## config.mk

```make
export PLATFORM = sky130hd
export DESIGN_NAME = http_response_head_parser
export DESIGN_NICKNAME = d
export VERILOG_FILES = /design/src/hw/rtl/hrhp_pkg.sv /design/src/hw/rtl/hrhp_fsm.sv /design/src/hw/rtl/http_response_head_parser.sv
export SDC_FILE = /design/constraint.sdc
export NUM_CORES = 1
export LEC_CHECK = 0
export ABC_AREA = 1
export BUFFER_PORTS_ARGS = -buffer_cell sky130_fd_sc_hd__buf_2
export CAP_MARGIN = 20
export CORE_AREA = 4 4 121 123
export CTS_BUF_LIST = sky130_fd_sc_hd__clkbuf_8
export CTS_CLUSTER_DIAMETER = 40
export CTS_CLUSTER_SIZE = 16
export DETAILED_ROUTE_END_ITERATION = 16
export DIE_AREA = 0 0 125 127
export PLACE_DENSITY = 0.73
export RECOVER_POWER = 25
export SLEW_MARGIN = 20
export SYNTH_ARGS = -nofsm -noshare
export SYNTH_HDL_FRONTEND = slang
export SYNTH_HIERARCHICAL = 1
export SYNTH_SLANG_ARGS = --single-unit
```

## constraint.sdc

```tcl
create_clock -name clk_i -period 3.8 [get_ports clk_i]
set_input_delay 0.19 -clock clk_i [delete_from_list [all_inputs] [get_ports clk_i]]
set_output_delay 0.19 -clock clk_i [all_outputs]
set_load 0.05 [all_outputs]
```

## src/hw/rtl/hrhp_pkg.sv

```systemverilog
// hrhp_pkg: character constants, byte classes and the result bundle
// of the http response head parser; no dependencies
package hrhp_pkg;

  localparam logic [7:0] CharH     = 8'h48;
  localparam logic [7:0] CharT     = 8'h54;
  localparam logic [7:0] CharP     = 8'h50;
  localparam logic [7:0] CharSlash = 8'h2f;
  localparam logic [7:0] CharDot   = 8'h2e;
  localparam logic [7:0] CharCr    = 8'h0d;
  localparam logic [7:0] CharLf    = 8'h0a;
  localparam logic [7:0] CharColon = 8'h3a;
  localparam logic [7:0] CharSp    = 8'h20;
  localparam logic [7:0] CharHt    = 8'h09;
  localparam logic [7:0] CharZero  = 8'h30;
  localparam logic [7:0] CharNine  = 8'h39;
  localparam logic [7:0] CharDel   = 8'h7f;
  localparam logic [3:0] Ten       = 4'd10;

  typedef enum logic [1:0] {
    TagOther     = 2'd0,
    TagNameFirst = 2'd1,
    TagName      = 2'd2,
    TagValue     = 2'd3
  } byte_tag_e;

  typedef struct packed {
    logic [7:0] byte_out;
    byte_tag_e  byte_tag;
    logic [7:0] version_major;
    logic [7:0] version_minor;
    logic       version_valid;
    logic [9:0] status_code;
    logic       status_valid;
    logic       message_done;
    logic       parse_error;
  } result_t;

  function automatic logic is_dig(logic [7:0] c);
    return (c >= CharZero) && (c <= CharNine);
  endfunction

  function automatic logic is_ctl(logic [7:0] c);
    return (c < 8'h20) || (c == CharDel);
  endfunction

  function automatic logic is_blank(logic [7:0] c);
    return (c == CharSp) || (c == CharHt);
  endfunction

  function automatic logic is_token(logic [7:0] c);
    logic sep;
    unique case (c)
      8'h28, 8'h29, 8'h3c, 8'h3e, 8'h40, 8'h2c, 8'h3b, 8'h3a, 8'h5c, 8'h22,
      8'h2f, 8'h5b, 8'h5d, 8'h3f, 8'h3d, 8'h7b, 8'h7d, 8'h20, 8'h09: sep = 1'b1;
      default: sep = 1'b0;
    endcase
    return !c[7] && !is_ctl(c) && !sep;
  endfunction

endpackage

```

## src/hw/rtl/hrhp_fsm.sv

```systemverilog
// hrhp_fsm: parse state, version and status accumulators, and the
// combinational result of one byte; depends on hrhp_pkg
module hrhp_fsm #(
  parameter int VERSION_BITS = 8
) (
  input  logic             clk_i,
  input  logic             rst_ni,
  input  logic             step_i,
  input  logic             req_i,
  input  logic [7:0]       byte_i,
  output hrhp_pkg::result_t res_o
);
  import hrhp_pkg::*;

  localparam int AccW = VERSION_BITS + 4;
  localparam int ExtW = VERSION_BITS + 8;
  localparam logic [VERSION_BITS-1:0] VerMax = {VERSION_BITS{1'b1}};

  typedef enum logic [4:0] {
    PhH, PhT1, PhT2, PhP, PhSlash, PhMaj0, PhMaj, PhMin0, PhMin,
    PhCode1, PhCode2, PhCode3, PhCodeSp, PhText, PhLf1, PhLine, PhFold,
    PhName, PhColSp, PhValue, PhLf2, PhLf3, PhDone, PhErr
  } phase_e;

  phase_e                  phase_q, phase_d;
  logic                    seen_q, seen_d;
  logic [VERSION_BITS-1:0] major_q, major_d;
  logic [VERSION_BITS-1:0] minor_q, minor_d;
  logic [9:0]              code_q, code_d;
  logic                    ver_done_q, ver_done_d;
  logic                    code_done_q, code_done_d;
  byte_tag_e               tag;
  logic                    done;
  logic [ExtW-1:0]         major_ext, minor_ext;
  logic [13:0]             code_mul;

  function automatic logic [VERSION_BITS-1:0] ver_add(logic [VERSION_BITS-1:0] acc,
                                                      logic [7:0] c);
    logic [AccW-1:0] v;
    v = AccW'(acc) * AccW'(Ten) + AccW'(c - CharZero);
    return (v > AccW'(VerMax)) ? VerMax : v[VERSION_BITS-1:0];
  endfunction

  assign code_mul = 14'(code_q) * 14'(Ten) + 14'(byte_i[3:0]);

  always_comb begin
    phase_d     = PhErr;
    seen_d      = seen_q;
    major_d     = major_q;
    minor_d     = minor_q;
    code_d      = code_q;
    ver_done_d  = ver_done_q;
    code_done_d = code_done_q;
    tag         = TagOther;
    done        = 1'b0;
    unique case (phase_q)
      PhH:     if (byte_i == CharH) phase_d = PhT1;
      PhT1:    if (byte_i == CharT) phase_d = PhT2;
      PhT2:    if (byte_i == CharT) phase_d = PhP;
      PhP:     if (byte_i == CharP) phase_d = PhSlash;
      PhSlash: if (byte_i == CharSlash) phase_d = PhMaj0;
      PhMaj0: begin
        if (is_dig(byte_i)) begin
          major_d = ver_add(major_q, byte_i);
          phase_d = PhMaj;
        end
      end
      PhMaj: begin
        priority if (byte_i == CharDot) phase_d = PhMin0;
        else if (is_dig(byte_i)) begin
          major_d = ver_add(major_q, byte_i);
          phase_d = PhMaj;
        end
      end
      PhMin0: begin
        if (is_dig(byte_i)) begin
          minor_d = ver_add(minor_q, byte_i);
          phase_d = PhMin;
        end
      end
      PhMin: begin
        priority if (byte_i == CharSp) begin
          ver_done_d = 1'b1;
          phase_d    = PhCode1;
        end else if (is_dig(byte_i)) begin
          minor_d = ver_add(minor_q, byte_i);
          phase_d = PhMin;
        end
      end
      PhCode1, PhCode2, PhCode3: begin
        if (is_dig(byte_i)) begin
          code_d = code_mul[9:0];
          priority case (phase_q)
            PhCode1: phase_d = PhCode2;
            PhCode2: phase_d = PhCode3;
            default: begin
              code_done_d = 1'b1;
              phase_d     = PhCodeSp;
            end
          endcase
        end
      end
      PhCodeSp: if (byte_i == CharSp) phase_d = PhText;
      PhText: begin
        priority if (byte_i == CharCr) phase_d = PhLf1;
        else if (!is_ctl(byte_i)) phase_d = PhText;
      end
      PhLf1: if (byte_i == CharLf) phase_d = PhLine;
      PhLine: begin
        priority if (byte_i == CharCr) phase_d = PhLf3;
        else if (seen_q && is_blank(byte_i)) phase_d = PhFold;
        else if (is_token(byte_i)) begin
          seen_d  = 1'b1;
          tag     = TagNameFirst;
          phase_d = PhName;
        end
      end
      PhFold: begin
        priority if (byte_i == CharCr) phase_d = PhLf2;
        else if (is_blank(byte_i)) phase_d = PhFold;
        else if (!is_ctl(byte_i)) begin
          tag     = TagValue;
          phase_d = PhValue;
        end
      end
      PhName: begin
        priority if (byte_i == CharColon) phase_d = PhColSp;
        else if (is_token(byte_i)) begin
          tag     = TagName;
          phase_d = PhName;
        end
      end
      PhColSp: if (byte_i == CharSp) phase_d = PhValue;
      PhValue: begin
        priority if (byte_i == CharCr) phase_d = PhLf2;
        else if (!is_ctl(byte_i)) begin
          tag     = TagValue;
          phase_d = PhValue;
        end
      end
      PhLf2: if (byte_i == CharLf) phase_d = PhLine;
      PhLf3: begin
        if (byte_i == CharLf) begin
          done    = 1'b1;
          phase_d = PhDone;
        end
      end
      PhDone, PhErr: phase_d = PhErr;
      default:       phase_d = PhErr;
    endcase
  end

  assign major_ext = ExtW'(major_d);
  assign minor_ext = ExtW'(minor_d);

  always_comb begin
    if (req_i) begin
      res_o = '0;
    end else begin
      res_o.byte_out      = byte_i;
      res_o.byte_tag      = tag;
      res_o.version_major = major_ext[7:0];
      res_o.version_minor = minor_ext[7:0];
      res_o.version_valid = ver_done_d;
      res_o.status_code   = code_d;
      res_o.status_valid  = code_done_d;
      res_o.message_done  = done;
      res_o.parse_error   = (phase_d == PhErr);
    end
  end

  always_ff @(posedge clk_i or negedge rst_ni) begin
    if (!rst_ni) begin
      phase_q     <= PhH;
      seen_q      <= 1'b0;
      major_q     <= '0;
      minor_q     <= '0;
      code_q      <= '0;
      ver_done_q  <= 1'b0;
      code_done_q <= 1'b0;
    end else if (step_i) begin
      if (req_i) begin
        phase_q     <= PhH;
        seen_q      <= 1'b0;
        major_q     <= '0;
        minor_q     <= '0;
        code_q      <= '0;
        ver_done_q  <= 1'b0;
        code_done_q <= 1'b0;
      end else begin
        phase_q     <= phase_d;
        seen_q      <= seen_d;
        major_q     <= major_d;
        minor_q     <= minor_d;
        code_q      <= code_d;
        ver_done_q  <= ver_done_d;
        code_done_q <= code_done_d;
      end
    end
  end

endmodule

```

## src/hw/rtl/http_response_head_parser.sv

```systemverilog
// http_response_head_parser: input register, parse step and result register
// depends on hrhp_pkg and hrhp_fsm
//
//   channel  handshake               payload
//   in       in_valid_i / in_ready_o  req_type_i, byte_in_i
//   out      out_valid_o / out_ready_i byte_out_o .. parse_error_o
//
// one byte per cycle sustained while the output is not stalled; a byte is held
// in the input register and its parse result is offered from the result register
// a restart is an ordinary byte transfer and gives an all-zero result
// rst_ni puts the parser back to expecting the start of the head
// a stalled output holds both stages; the input register refills as it drains
module http_response_head_parser #(
  parameter int VERSION_BITS = 8
) (
  input  logic       clk_i,
  input  logic       rst_ni,
  input  logic       in_valid_i,
  output logic       in_ready_o,
  input  logic       req_type_i,
  input  logic [7:0] byte_in_i,
  output logic       out_valid_o,
  input  logic       out_ready_i,
  output logic [7:0] byte_out_o,
  output logic [1:0] byte_tag_o,
  output logic [7:0] version_major_o,
  output logic [7:0] version_minor_o,
  output logic       version_valid_o,
  output logic [9:0] status_code_o,
  output logic       status_valid_o,
  output logic       message_done_o,
  output logic       parse_error_o
);
  import hrhp_pkg::*;

  logic       in_valid_q;
  logic       req_q;
  logic [7:0] byte_q;
  logic       out_valid_q;
  result_t    res;
  result_t    res_q;
  logic       advance;
  logic       step;

  assign advance    = !out_valid_q || out_ready_i;
  assign in_ready_o = !in_valid_q || advance;
  assign step       = in_valid_q && advance;

  hrhp_fsm #(
    .VERSION_BITS(VERSION_BITS)
  ) u_fsm (
    .clk_i  (clk_i),
    .rst_ni (rst_ni),
    .step_i (step),
    .req_i  (req_q),
    .byte_i (byte_q),
    .res_o  (res)
  );

  always_ff @(posedge clk_i or negedge rst_ni) begin
    if (!rst_ni) begin
      in_valid_q  <= 1'b0;
      out_valid_q <= 1'b0;
    end else begin
      if (in_ready_o) in_valid_q <= in_valid_i;
      if (advance) out_valid_q <= in_valid_q;
    end
  end

  always_ff @(posedge clk_i) begin
    if (in_ready_o && in_valid_i) begin
      req_q  <= req_type_i;
      byte_q <= byte_in_i;
    end
    if (step) res_q <= res;
  end

  assign out_valid_o     = out_valid_q;
  assign byte_out_o      = res_q.byte_out;
  assign byte_tag_o      = res_q.byte_tag;
  assign version_major_o = res_q.version_major;
  assign version_minor_o = res_q.version_minor;
  assign version_valid_o = res_q.version_valid;
  assign status_code_o   = res_q.status_code;
  assign status_valid_o  = res_q.status_valid;
  assign message_done_o  = res_q.message_done;
  assign parse_error_o   = res_q.parse_error;

endmodule

```

# == Yosys cells after proc, flatten, opt, wreduce, memory -nomap -nowiden ==
# Index checks and enable logic that the tools add are counted.
# totals
ff_bits,85
wordCells,179
# op_classes
order_cmp,5
mul,3
mux,70
eq_ne,50
addsub,4
n_bitwise,1
n_reduce_logical,26
# ops
op,n
"8-bit by 6-bit == test with 1-bit output, second input constant",13
5-bit two-way mux,20
5-bit case mux with 19 select lines,1
"8-bit by 7-bit == test with 1-bit output, second input constant",10
8-bit two-way mux,8
"5-bit by 4-bit == test with 1-bit output, second input constant",8
"5-bit == test, second input constant",7
8-bit case mux with 2 select lines,2
10-bit two-way mux,3
12-bit adder,2
"8-bit by 4-bit == test with 1-bit output, second input constant",3
"12-bit by 8-bit > comparator with 1-bit output, second input constant",2
"8-bit by 3-bit multiplier with 11-bit output, second input constant",2
1-bit two-way mux,21
"5-bit by 3-bit == test with 1-bit output, second input constant",4
19-bit OR reduction,1
2-bit two-way mux,8
3-bit two-way mux,5
10-bit by 4-bit adder with 10-bit output,1
"5-bit by 2-bit == test with 1-bit output, second input constant",2
"10-bit by 3-bit multiplier with 9-bit output, second input constant",1
"8-bit by 6-bit subtractor with 9-bit output, second input constant",1
"8-bit by 6-bit >= comparator with 1-bit output, second input constant",1
"8-bit by 6-bit <= comparator with 1-bit output, second input constant",1
14 further kinds,32

# == Depth between registers and ports, before layout ==
# depth
depth_word,13
depth_mapped,22

# == By module ==
# The synthesis kept the hierarchy.
# by_module_without_submodules
mod,n_inst,area_per_inst_um2,seq_area_each_um2,cells_per_inst
hrhp_fsm,1,5806.8,850.8,982
http_response_head_parser,1,1566.5,1521.5,61

# == Worst setup path before layout ==
# Ideal clock, no wire load.
# synth_path
kind,register -> register
startpoint,register out_valid_q (netlist: out_valid_o)
endpoint,register u_fsm.code_q[9]
path_buffers,3
path_slack_ps,89
path_stages_with_launch,8
period_less_slack_ps,3711
arrival_time_ps,3593
path_cell_list,dfrtp_1 > a21oi_1 > clkbuf_1 > inv_1 > clkbuf_1 > clkbuf_1 > nand2_1 > nand2_1
# synth_between
elab_chain_cells,3
# synth_lines
element,line,source
start: declaration,http_response_head_parser.sv:39,logic out_valid_q;
start signal: assignment,http_response_head_parser.sv:66,if (advance) out_valid_q <= in_valid_q;
1-bit zero test,http_response_head_parser.sv:45,assign advance = !out_valid_q || out_ready_i;
1-bit logical OR,http_response_head_parser.sv:45,
1-bit logical AND,http_response_head_parser.sv:47,assign step = in_valid_q && advance;
named net step,http_response_head_parser.sv:43,logic step;
end signal: assignment,hrhp_fsm.sv:195,code_q <= code_d;
end: declaration,hrhp_fsm.sv:29,"logic [9:0] code_q, code_d;"
# The timed path passes the listed nets, and every way through them passes these cells.
# A chain may end at the register's enable or synchronous reset.

# == Worst setup path in the final report ==
# layout_path
startpoint,register u_fsm.major_q[1]
endpoint,"register res_q, in the netlist version_major_o[6] (data pin)"
# layout_between
elab_chain_cells,7
# layout_lines
element,line,source
start: declaration,hrhp_fsm.sv:27,"logic [VERSION_BITS-1:0] major_q, major_d;"
start signal: assignment,hrhp_fsm.sv:193,major_q <= major_d;
8-bit by 3-bit multiplier with 11-bit output (*),hrhp_fsm.sv:40,v = AccW'(acc) * AccW'(Ten) + AccW'(c - CharZero);
12-bit adder (*),hrhp_fsm.sv:40,
12-bit by 8-bit > comparator with 1-bit output,hrhp_fsm.sv:41,return (v > AccW'(VerMax)) ? VerMax : v[VERSION_BITS-1:0];
8-bit two-way mux (*),hrhp_fsm.sv:41,
8-bit two-way mux (*),"hrhp_fsm.sv:63, hrhp_fsm.sv:70",
8-bit two-way mux,hrhp_fsm.sv:69,priority if (byte_i == CharDot) phase_d = PhMin0;
8-bit case mux with 2 select lines (*),hrhp_fsm.sv:56,unique case (phase_q)
end signal: assignment,http_response_head_parser.sv:75,if (step) res_q <= res;
end: declaration,http_response_head_parser.sv:41,result_t res_q;
# Mark *: on every way between the ends. The rest lies on a longest branch, timed or not.

==> impl_metrics.env <==
export IMPL_p_leak_nw=4.26
export IMPL_synth_area_sq_um=7370
export IMPL_multi_input_area_sq_um=4350
export IMPL_worstPathRequired_ns=3.93
export IMPL_clk_latency_ns=0.38
export IMPL_ys_types=44
export IMPL_root_buffer="clkbuf_8"
export IMPL_ant_nets=0
export IMPL_max_freq_mhz=286
export IMPL_cts_made_buffers=9
export IMPL_antenna_found_initial=0
export IMPL_cts_htree_levels=3
export IMPL_max_slew_margin_pct=2.17
export IMPL_routedWlPerCell_um=14.6
export IMPL_hold_depth=4
export IMPL_port_buffers=54
export IMPL_fill_cells=1373
export IMPL_max_cap_viol_count=0
export IMPL_min_path_type="in -> reg"
export IMPL_worst_pin_slew_ns=1.47
export IMPL_arrival_ns=3.63
export IMPL_yosysMostFrequentCell="nand2_1"
export IMPL_path_max_fanout=8
export IMPL_coreArea_sq_um=13700
export IMPL_place_congestion=0.968
export IMPL_synth_seq_cells=85
export IMPL_p_total_mw=4.00
export IMPL_synthesis_nets=1124
export IMPL_post_drt_via_cell_ratio=5.45
export IMPL_yosysWarnings=6
export IMPL_start_util_pct=54.0
export IMPL_hold_viol_final=0
export IMPL_area_sequential_sq_um=2370
export IMPL_dp_hpwl_mm=14.2
export IMPL_critPathLaunchType="register"
export IMPL_syn_inst=1043
export IMPL_yosysTopAreaCell="edfxtp_1"
export IMPL_ys_flop_type="edfxtp_1"
export IMPL_min_period_ns=3.50
export IMPL_synthArstFlopShare_pct=42.4
export IMPL_die_x_um=125
export IMPL_syn_area_per_cell_sq_um=7.07
export IMPL_ir_worst_vdd_uv=355
export IMPL_post_route_cells_drive_above_1_share_pct=7.19
export IMPL_cts_num_sinks=85
export IMPL_path_clk_slew_ns=0.10
export IMPL_layout_worst_path_cycle_share_pct=92.0
export IMPL_firstDrtPassIters=6
export IMPL_r2r_cells=19
export IMPL_p_per_area_nw_per_um2=495
export IMPL_rsz0062_at_grt="no"
export IMPL_synth_common_cells="315 x nand2_1, 147 x inv_1, 97 x nor2_1"
export IMPL_n_antenna_cell=0
export IMPL_vias=7046
export IMPL_finalSetupTns_ns=0
export IMPL_status="complete, no violations"
export IMPL_crit_path_end_kind="register"
export IMPL_grt_pass1_vias=6463
export IMPL_die_y_um=127
export IMPL_first_iter_violations=660
export IMPL_path_class="reg -> reg"
export IMPL_area_delta_synth_final_pct=9.62
export IMPL_netlist_top_cells_area="edfxtp_1 20%, nand2_1 16%, dfrtp_1 12%"
export IMPL_remaining_drc_errors=0
export IMPL_ys_seq_area_share_pct=32.2
export IMPL_globalRouteTotalUtil_pct=23.9
export IMPL_clock_path_buffers=2
export IMPL_final_nets=1188
export IMPL_grt_max_degree=75
export IMPL_finalMaxSlewViolations=0
export IMPL_die_area_sq_um=15900
export IMPL_grt_pass1_wl_mm=31.0
export IMPL_rows=43
export IMPL_fin_skew_ns=0.0208
export IMPL_cts_tree="done"
export IMPL_synth_edf_count=49
export IMPL_cts_setup_buffers=0
export IMPL_pin_count=55
export IMPL_gr_total_overflow=0
export IMPL_setup_viol=0
export IMPL_synth_top_area_share_pct=20.0
export IMPL_wirelength_mm=18.9
## what timing repair did
action / CTS / global route
resized for setup: 0 / 5
endpoints found under the hold margin: 43 / 1
hold buffers: 10 / 1
endpoints found under the setup margin: 0 / 32
## stage by stage
stage	instance area [sq um]	hold WS, ns	utilization [%]	instances	setup slack, ns
after floorplan	7370	-0.106	-	1043	0.0894
after global placement	7830	0.368	57.3	1265	0.189
after detailed placement	7830	0.368	57.3	1265	0.172
after CTS	8120	0.00196	59.4	1291	0.130
after global routing	8080	0.107	59.1	1292	0.00689
final	8080	0.102	59.1	1292	0.302
## power breakdown
| group | switching, mW | total, mW | internal, mW |
|---|---|---|---|
| clock | 0.378 | 0.632 | 0.254 |
| sequential | 0.120 | 1.23 | 1.11 |
| combinational | 1.46 | 2.14 | 0.676 |
| total | 1.96 | 4.00 | 2.04 |
## kinds of logic after synthesis
| group | after synthesis | synth area share, % |
|---|---|---|
| and+or+nand+nor | 554 | 33.1 |
| xor gates and xnor gates | 29 | 3.44 |
| DFF | 85 | 32.2 |
| buffers and inverters | 172 | 9.08 |
| adders and majority gates | 68 | 12.2 |
| AOI/OAI and AO/OA | 135 | 10.1 |
## cells in the final DEF (no fill, tap or decap), types with 2 or more instances in the layout
cell,synthesis,final
nand2_1,315,313
inv_1,147,147
nor2_1,97,97
nand3_1,81,82
a21oi_1,69,68
ha_1,62,62
edfxtp_1,49,49
clkbuf_1,9,39
dfrtp_1,36,36
o21ai_0,36,34
nand4_1,24,24
xnor2_1,17,17
buf_2,1,15
xor2_1,12,12
dlygate4sd3_1,0,11
clkbuf_8,0,9
inv_2,8,8
a21boi_1,8,8
o21ai_1,7,8
nor2_4,7,7
nand2_2,4,6
fa_1,6,6
nor2_2,5,5
nor3_1,5,5
buf_4,2,4
inv_8,0,3
nand3_2,4,3
a21boi_0,3,3
o21ai_2,2,3
clkinvlp_4,0,2
a31oi_1,2,2
or2_2,2,2
nor3_4,2,2
nand3b_1,2,2
o211ai_1,2,2
a211oi_2,2,2
## path summary, 6_finish.rpt
kind / start / end / slack (ns)
max: u_fsm/major_q[1] / version_major_o[6] / 0.30
min: out_ready_i / out_valid_o / 0.10
max reg2reg: u_fsm/major_q[1] / version_major_o[6] / 0.30
min reg2reg: u_fsm/code_q[9] / u_fsm/code_q[9] / 0.49
max in group asynchronous: rst_ni / u_fsm/seen_q / 2.69
min in group asynchronous: rst_ni / u_fsm/major_q[3] / 0.49
## flip-flops by register name (all words and copies together) (netlist names), 2 cells and up
name,flops
u_fsm/major_q,8
byte_tag_o,2
version_minor_o,8
status_code_o,10
version_major_o,8
u_fsm/minor_q,8
byte_out_o,8
u_fsm/code_q,10
u_fsm/phase_q,5
byte_q,8
## critical path, cell delays in order, from the launching register on
cell	delay (ns)
dfrtp_1	0.45
ha_1	0.30
ha_1	0.15
inv_1	0.05
fa_1	0.42
o21ai_2	0.20
nand2_1	0.07
nand2_1	0.06
a21oi_1	0.06
xor2_1	0.16
ha_1	0.34
nand2_1	0.09
nor2_1	0.14
nand3_1	0.09
nand3_1	0.11
nand3_1	0.09
nand2_2	0.15
nand4_1	0.13
nand2_1	0.11
a21boi_1	0.06
## metal layers
metal	up-vias	track usage, %	part of all wire (%)
li1	3513	-	-
met1	3240	32.9	46
met2	267	39.5	45
met3	26	4.22	7.3
met4	0	5.68	1.6
met5	-	0	0
## final cells by class
type	count	area share (%)
Tap cell	180	2.79
Inverter	155	7.20
Sequential cell	85	29.3
Clock buffer	9	1.53
Clock inverter	7	0.820
Timing Repair Buffer	70	4.54
Multi-Input combinational cell	786	53.8
No activity file was read; power rests on OpenSTA's default activity.
